===== config.mk =====
export PLATFORM = sky130hd
export DESIGN_NAME = cdl_row
export DESIGN_NICKNAME = d
export VERILOG_FILES = /design/src/design/cdl_pkg.sv /design/src/design/cdl_cell.sv /design/src/design/cdl_row.sv
export SDC_FILE = /design/constraint.sdc
export NUM_CORES = 2
export LEC_CHECK = 0
export BUFFER_PORTS_ARGS = -buffer_cell sky130_fd_sc_hd__buf_2
export CAP_MARGIN = 20
export CORE_AREA = 2 2 380 758
export DETAILED_ROUTE_END_ITERATION = 10
export DIE_AREA = 0 0 382 760
export MAX_ROUTING_LAYER = met4
export PLACE_DENSITY = 0.78
export SLEW_MARGIN = 30
export SYNTH_ARGS = -nofsm -noshare
export SYNTH_HDL_FRONTEND = slang
export SYNTH_SLANG_ARGS = --single-unit

===== constraint.sdc =====
create_clock -name i_clk -period 28.6 [get_ports i_clk]
set_input_delay 1.43 -clock i_clk [delete_from_list [all_inputs] [get_ports i_clk]]
set_output_delay 1.43 -clock i_clk [all_outputs]
set_load 0.005 [all_outputs]

===== src/design/cdl_pkg.sv =====
// Package for the circular keyed list: word types, codes and sizes.
// Used by the cell, the cell row and the top level.
`timescale 1ns / 1ps
package cdl_pkg;
    localparam int Capacity = 64;
    localparam int CntW = $clog2(Capacity + 1);

    typedef enum logic [2:0] {
        FN_ADD = 3'd0, FN_REMOVE = 3'd1, FN_SEARCH = 3'd2,
        FN_FWD = 3'd3, FN_REV = 3'd4
    } t_func;

    typedef enum logic [2:0] {
        ST_OK = 3'd0, ST_DUP = 3'd1, ST_NOTFOUND = 3'd2,
        ST_EMPTY = 3'd3, ST_FULL = 3'd4
    } t_status;

    typedef struct packed {
        logic [2:0]   func;
        logic signed [31:0] code;
        logic [31:0]  desc_handle;
    } t_in_word;

    typedef struct packed {
        logic [2:0]   status;
        logic signed [31:0] entry_code;
        logic [31:0]  entry_desc;
        logic         last;
    } t_out_word;

    typedef struct packed {
        logic [31:0] code;
        logic [31:0] desc;
    } t_entry;

    typedef struct packed {
        logic   ins;
        logic   del;
        logic   shift;
        t_entry ins_data;
    } t_row_ctl;

    typedef enum logic [2:0] {
        S_IDLE, S_SCAN, S_ADD, S_EMIT, S_ONE
    } t_state;
endpackage


===== src/design/cdl_cell.sv =====
// One list position: holds an entry and its valid bit, shifts toward the head.
// Depends on cdl_pkg.
`timescale 1ns / 1ps
module cdl_cell (
    input  logic           i_clk,
    input  logic           i_rst_n,
    input  cdl_pkg::t_row_ctl i_ctl,
    input  logic           i_is_tail,
    input  logic           i_del_here,
    input  logic           i_del_below,
    input  cdl_pkg::t_entry i_from_next,
    input  logic           i_valid_next,
    output cdl_pkg::t_entry o_entry,
    output logic           o_valid
);
    cdl_pkg::t_entry r_entry, n_entry;
    logic r_valid, n_valid;

    always_comb begin
        n_entry = r_entry;
        n_valid = r_valid;
        if (i_ctl.ins && i_is_tail) begin
            n_entry = i_ctl.ins_data;
            n_valid = 1'b1;
        end else if (i_ctl.del && (i_del_here || i_del_below)) begin
            n_entry = i_from_next;
            n_valid = i_valid_next;
        end else if (i_ctl.shift) begin
            n_entry = i_from_next;
            n_valid = i_valid_next;
        end
    end

    always_ff @(posedge i_clk) begin
        r_entry <= n_entry;
        if (!i_rst_n) r_valid <= 1'b0;
        else r_valid <= n_valid;
    end

    assign o_entry = r_entry;
    assign o_valid = r_valid;
endmodule


===== src/design/cdl_row.sv =====
// Row of list cells in list order; position 0 is the head.
// Depends on cdl_pkg and cdl_cell.
`timescale 1ns / 1ps
module cdl_row (
    input  logic              i_clk,
    input  logic              i_rst_n,
    input  cdl_pkg::t_row_ctl i_ctl,
    input  logic [cdl_pkg::CntW-1:0] i_count,
    input  logic [cdl_pkg::CntW-1:0] i_del_pos,
    output cdl_pkg::t_entry   o_head
);
    localparam int N = cdl_pkg::Capacity;
    cdl_pkg::t_entry w_e [N+1];
    logic w_v [N+1];
    logic [cdl_pkg::CntW-1:0] w_ins_pos;

    assign w_e[N] = '0;
    assign w_v[N] = 1'b0;

    // on a rotation the head lands in the last occupied cell
    assign w_ins_pos = i_ctl.shift ? i_count - 1'b1 : i_count;

    for (genvar g = 0; g < N; g++) begin : g_cell
        cdl_cell u_cell (
            .i_clk      (i_clk),
            .i_rst_n    (i_rst_n),
            .i_ctl      (i_ctl),
            .i_is_tail  (w_ins_pos == cdl_pkg::CntW'(g)),
            .i_del_here (i_del_pos == cdl_pkg::CntW'(g)),
            .i_del_below(i_del_pos < cdl_pkg::CntW'(g)),
            .i_from_next(w_e[g+1]),
            .i_valid_next(w_v[g+1]),
            .o_entry    (w_e[g]),
            .o_valid    (w_v[g])
        );
    end

    assign o_head = w_e[0];
endmodule


# After elaboration in Yosys (flattened, before gate mapping)
# Index checks and enable logic that the tools add are counted.
[totals]
mem_count = 0
latch_bits = 0
in_bits = 83
mem_bits_rw = 0
mem_bits_ro = 0
regBits = 4096
[classes]
addsub = 1
n_shift = 0
eq_ne = 126
n_div = 0
mul = 0
n_bitwise = 0
reduce_logical = 258
order_cmp = 64
mux = 193
[op_table]
columns = ["cell", "count"]
rows = [
  ["$mux W64", 192],
  ["$eq A7 B6 Y1 const B", 64],
  ["$eq A7 B5 Y1 const B", 32],
  ["$lt A7 B6 Y1 const B", 32],
  ["$reduce_bool A3 Y1", 64],
  ["$logic_and A1 B1 Y1", 128],
  ["$eq A7 B4 Y1 const B", 16],
  ["$lt A7 B5 Y1 const B", 16],
  ["$logic_or A1 B1 Y1", 64],
  ["$eq A7 B3 Y1 const B", 8],
  ["$lt A7 B4 Y1 const B", 8],
  ["$eq A7 B2 Y1 const B", 4],
  ["$lt A7 B3 Y1 const B", 4],
  ["$eq A7 B1 Y1 const B", 2],
  ["$logic_not A7 Y1", 2],
  ["$lt A7 B1 Y1 const B", 2],
  ["$lt A7 B2 Y1 const B", 2],
  ["$mux W7", 1],
  ["$sub A7 B1 Y7 const B", 1],
]

# Longest topological paths before layout
[logic_depth]
depth_word = 5
depth_mapped = 11
ltp_nobuf = 7

# Modules after synthesis
# Synthesis repeated with hierarchy kept, for this count alone.
[unflattened]
cells_unflattened = 9513
hier_area_um2 = 194796.8
[by_module_without_submodules]
columns = ["mod", "n_inst", "cells_per_inst", "seq_area_each_um2", "area_each_um2"]
rows = [
  ["cdl_cell", 64, 143, 1941.9, 3012.9],
  ["cdl_row", 1, 361, 0.0, 1971.9],
]

# Least setup slack after synthesis
# No wires, ideal clock.
[synth_timing]
path_type = "input to register"
startpoint = "input port i_del_pos[6] in the netlist's numbering"
endpoint = "register g_cell[12].u_cell.r_entry (netlist bit g_cell[12].u_cell.o_entry[0]) (enable)"
path_stages = 4
path_buffers = 1
setup_slack_ns = 18.363
arrival_ns = 9.532
required_ns = 27.894
setup_time_ns = 0.706
path_cell_list = "clkbuf_1 -> nor2_1 -> nand2_1 -> o311ai_0"
[synth_between]
elab_chain_cells = 4
[synth_lines]
columns = ["element", "line", "rtl"]
rows = [
  ["start, declared", "cdl_row.sv:9", "input logic [cdl_pkg::CntW-1:0] i_del_pos,"],
  ["$lt A7 B4 Y1 or $eq A7 B4 Y1 (tied branches)", "cdl_row.sv:30, cdl_row.sv:29", ""],
  ["$logic_or A1 B1 Y1 *", "cdl_cell.sv:25", "end else if (i_ctl.del && (i_del_here || i_del_below)) begin"],
  ["$logic_and A1 B1 Y1 *", "cdl_cell.sv:25", ""],
  ["$reduce_bool A3 Y1 (no line) *", "n/a", ""],
  ["end signal, assigned", "cdl_cell.sv:35", "r_entry <= n_entry;"],
  ["end, declared", "cdl_cell.sv:16", "cdl_pkg::t_entry r_entry, n_entry;"],
]
# Every way passes the cells marked *; elsewhere a longest branch is shown, timed or not.
# A chain may end at the register's enable or synchronous reset.

# Final worst setup path
[layout_timing]
startpoint = "input port i_count[0] in the netlist's numbering"
endpoint = "register g_cell[63].u_cell.r_entry (netlist bit g_cell[63].u_cell.o_entry[35]) (enable)"
[layout_between]
elab_chain_cells = 5
[layout_lines]
columns = ["element", "line", "rtl"]
rows = [
  ["start, declared", "cdl_row.sv:8", "input logic [cdl_pkg::CntW-1:0] i_count,"],
  ["$sub A7 B1 Y7", "cdl_row.sv:21", "assign w_ins_pos = i_ctl.shift ? i_count - 1'b1 : i_count;"],
  ["$mux W7 *", "cdl_row.sv:21", ""],
  ["$eq A7 B6 Y1 *", "cdl_row.sv:28", ".i_is_tail (w_ins_pos == cdl_pkg::CntW'(g)),"],
  ["$logic_and A1 B1 Y1 *", "cdl_cell.sv:22", "if (i_ctl.ins && i_is_tail) begin"],
  ["$reduce_bool A3 Y1 (no line) *", "n/a", ""],
  ["end signal, assigned", "cdl_cell.sv:35", ""],
  ["end, declared", "cdl_cell.sv:16", ""],
]
# Marks and branches as above.

==> results.toml <==
[status]
outcome = "finished, final reports clean"

[worst_hold_path]
worstHoldStart = "g_cell[34].u_cell.o_entry[56]$_DFFE_PP_"
worstHoldPathType = "flop to flop"

[global_route]
grt_antenna_before_repair = 17
track_usage_pct = 19.1
grt_max_degree = 66
grt_pass1_vias = 83630
grt_pass1_wl_um = 437000
grt_overflow = 0

[final_layout]
finalInstanceArea_um2 = 189000
final_common_cell = "edfxtp_1"
instances_no_fill = 13208
nets = 9248
areaGrowthSynthToFinish_pct = 7.86
layout_common_cells = "edfxtp_1 (4096), mux2_2 (3993), clkbuf_16 (358), buf_4 (220), buf_2 (84)"
multi_input_area_um2 = 48200
largest_reg_flops = 4096
fill_cells = 18566
drive_above_1_share_pct = 52.0
seqCellArea_um2 = 123000

[timing]
drv_slew = 0
rsz0062_at_grt = "false"
max_freq_mhz = 198
worst_pin_slew_ns = 1.00
hold-worst-slack_ns = 0.509
hold_viol_final = 0
finalSetupViolCount = 0
clock_skew_ns = 0.0244
fin_crit_ns = 5.05
period_share_pct = 17.7
fin_tns_setup_ns = 0
relSlewSlack_pct = 33.0

[synthesis]
ys.flop_type = "edfxtp_1"
yosysWarningCount = 0
synth_area_leaders = "edfxtp_1 (70%), mux2_2 (26%), clkbuf_1 (0.89%)"
synth_area_um2 = 175000
ys_types = 58
async_reset_ff_share_pct = 0
post-synth-top-area-cell = "edfxtp_1"
syn_avg_cell_area_um2 = 18.6
synth_fp_nets = 9515
synth_enable_flop_cells = 4096
synth_top_area_share_pct = 70.1
yosys_register_bits = 4096
ys_seq_area_share_pct = 70.1
synth_cells = 9431

[floorplan]
fp-row-count = 277
die_area_um2 = 290000
die_w_um = 382
die_h_um = 760
io_pins = 147
initial_utilization_pct = 61.6
coreArea_um2 = 285000

[setup_path]
startpoint_type = "input port"
slowest_delay_ns = 0.78
crit_required_ns = 29.11
critPathLaunch = "i_count[0]"
cpLargestDelayFamily = "simple AND/OR/NAND/NOR gates"
cp_data_arrival_time_ns = 5.56
timing.rr.start = "g_cell[54].u_cell.o_entry[4]$_DFFE_PP_"
worstPathMaxFanout = 65
critPathCaptureType = "flop"
path_cells = "buf_2 > inv_1 > ha_1 > and4bb_2 > xor2_4 > and2_1 > and4_2 > buf_4 > or3_2 > buf_4"
crit_buf_inv = 4
crit_type = "input port to flop"
cp_slowest_cell = "and2_1"
path_common_cell = "buf_4"

[pwr]
switching_power_uw = 2550
total_power_uw = 12700
p_seq_share_pct = 57.9
leakage_uw = 0.0646
p_comb_share_pct = 6.1
p_int_uw = 10200
pwr-share-clk_pct = 36.1
vdd.ir_drop.worst_v = 0.0000651
swShare_pct = 20.1
powerDensity_nw_per_um2 = 67.2

[cts]
ctsHoldBuffers = 0
numCtsBuffers = 346
cts_tree = "done"
post_cts_resized = 0
cts_root_buffer = "clkbuf_16"
clk_pin_slew_worst_paths_ns = 0.06
clockBufferDepth = 4
clock-sinks = 4096
worstSkewPairLatency_ns = 0.88
cts_setup_buffers = 0
cts_max_level = 5

[detailed_routing]
totalWireLength_um = 272000
drt_iter0_drc = 3939
wire_per_inst_um = 20.6
dr_total_vias = 77121
drtPass1Iterations = 6
vias_per_cell = 5.84
drc_errors = 0
antenna_left = 0

[place]
placed_cell_area_um2 = 178000
gp_congestion = 0.934
dpl.hpwl_um = 192000
place.port_buffers = 145
place_inst = 12574

[job]
drv_cap = 0
[per-stage QoR]
stage                     utilization, %  setup WS [ns]
after detailed placement            62.6          22.34
final                               66.5          23.55
after global routing                66.5          23.26
after CTS                           66.4          23.28
after global placement              62.5          22.62
after floorplan                        -          18.36
[cells by family after synthesis]
kind of cell / after synthesis / share of synthesized area, %
simple gates: 281 / 0.899
xor+xnor: 4 / 0.0307
fa+ha+maj: 1 / 0.00713
compound gates: 77 / 0.297
flops: 4096 / 70.1
buf+inv: 939 / 2.76
mux: 4033 / 25.9
[area by class of cell]
cell class,count,area share [%]
well taps,3766,2.49
clock buffers,417,4.85
multi-input cells,4396,25.5
flip-flops and latches,4096,65.0
diodes,16,0.0212
clock inverters,193,0.897
repair buffers,317,1.23
inverters,7,0.0139
[Yosys cell counts (5+ instances only)]
cell      count
nor2_1       35
a21oi_1      26
edfxtp_1   4096
nand2b_1      6
mux2_1       39
mux2_2     3993
or2_2         5
buf_2       277
buf_4        87
buf_1        67
nand3_1      29
or3_1        11
nor4_1        9
inv_1         6
buf_6        85
and2_1       69
nand4_1      23
nor3_1       22
nand3b_1      5
clkbuf_1    416
a211o_1       8
nand2_1      41
o21ai_0      14
[per-layer routing]
layer | part of all wire [%] | GRT usage [%] | up-vias
met3 | 4.1 | 3.09 | 415
li1 | - | - | 36079
met2 | 62 | 39.4 | 1050
met4 | 2.1 | 4.83 | 0
met5 | 0 | - | -
met1 | 32 | 17.4 | 39577
[worst paths after layout]
kind / end / slack (ns) / cells past startpoint
max: g_cell[63].u_cell.o_entry[35]$_SDFFCE_PN0P_ / 23.55 / 10
min: g_cell[33].u_cell.o_entry[56]$_DFFE_PP_ / 0.51 / 1
max reg2reg: g_cell[53].u_cell.o_entry[4]$_DFFE_PP_ / 27.66 / 1
min reg2reg: g_cell[33].u_cell.o_entry[56]$_DFFE_PP_ / 0.51 / 1
[power by group through the flow]
| stage | clock, uW | combinational, uW | sequential, uW |
|---|---|---|---|
| 2_1_floorplan | 0 | 600 | 7460 |
| 3_3_place_gp | 0 | 722 | 7460 |
| 3_5_place_dp | 0 | 776 | 7490 |
| 4_1_cts | 4720 | 782 | 7360 |
| 5_1_grt | 4920 | 847 | 7400 |
| 6_report | 4590 | 772 | 7360 |
Note: power is estimated with default switching activity, not from simulation.
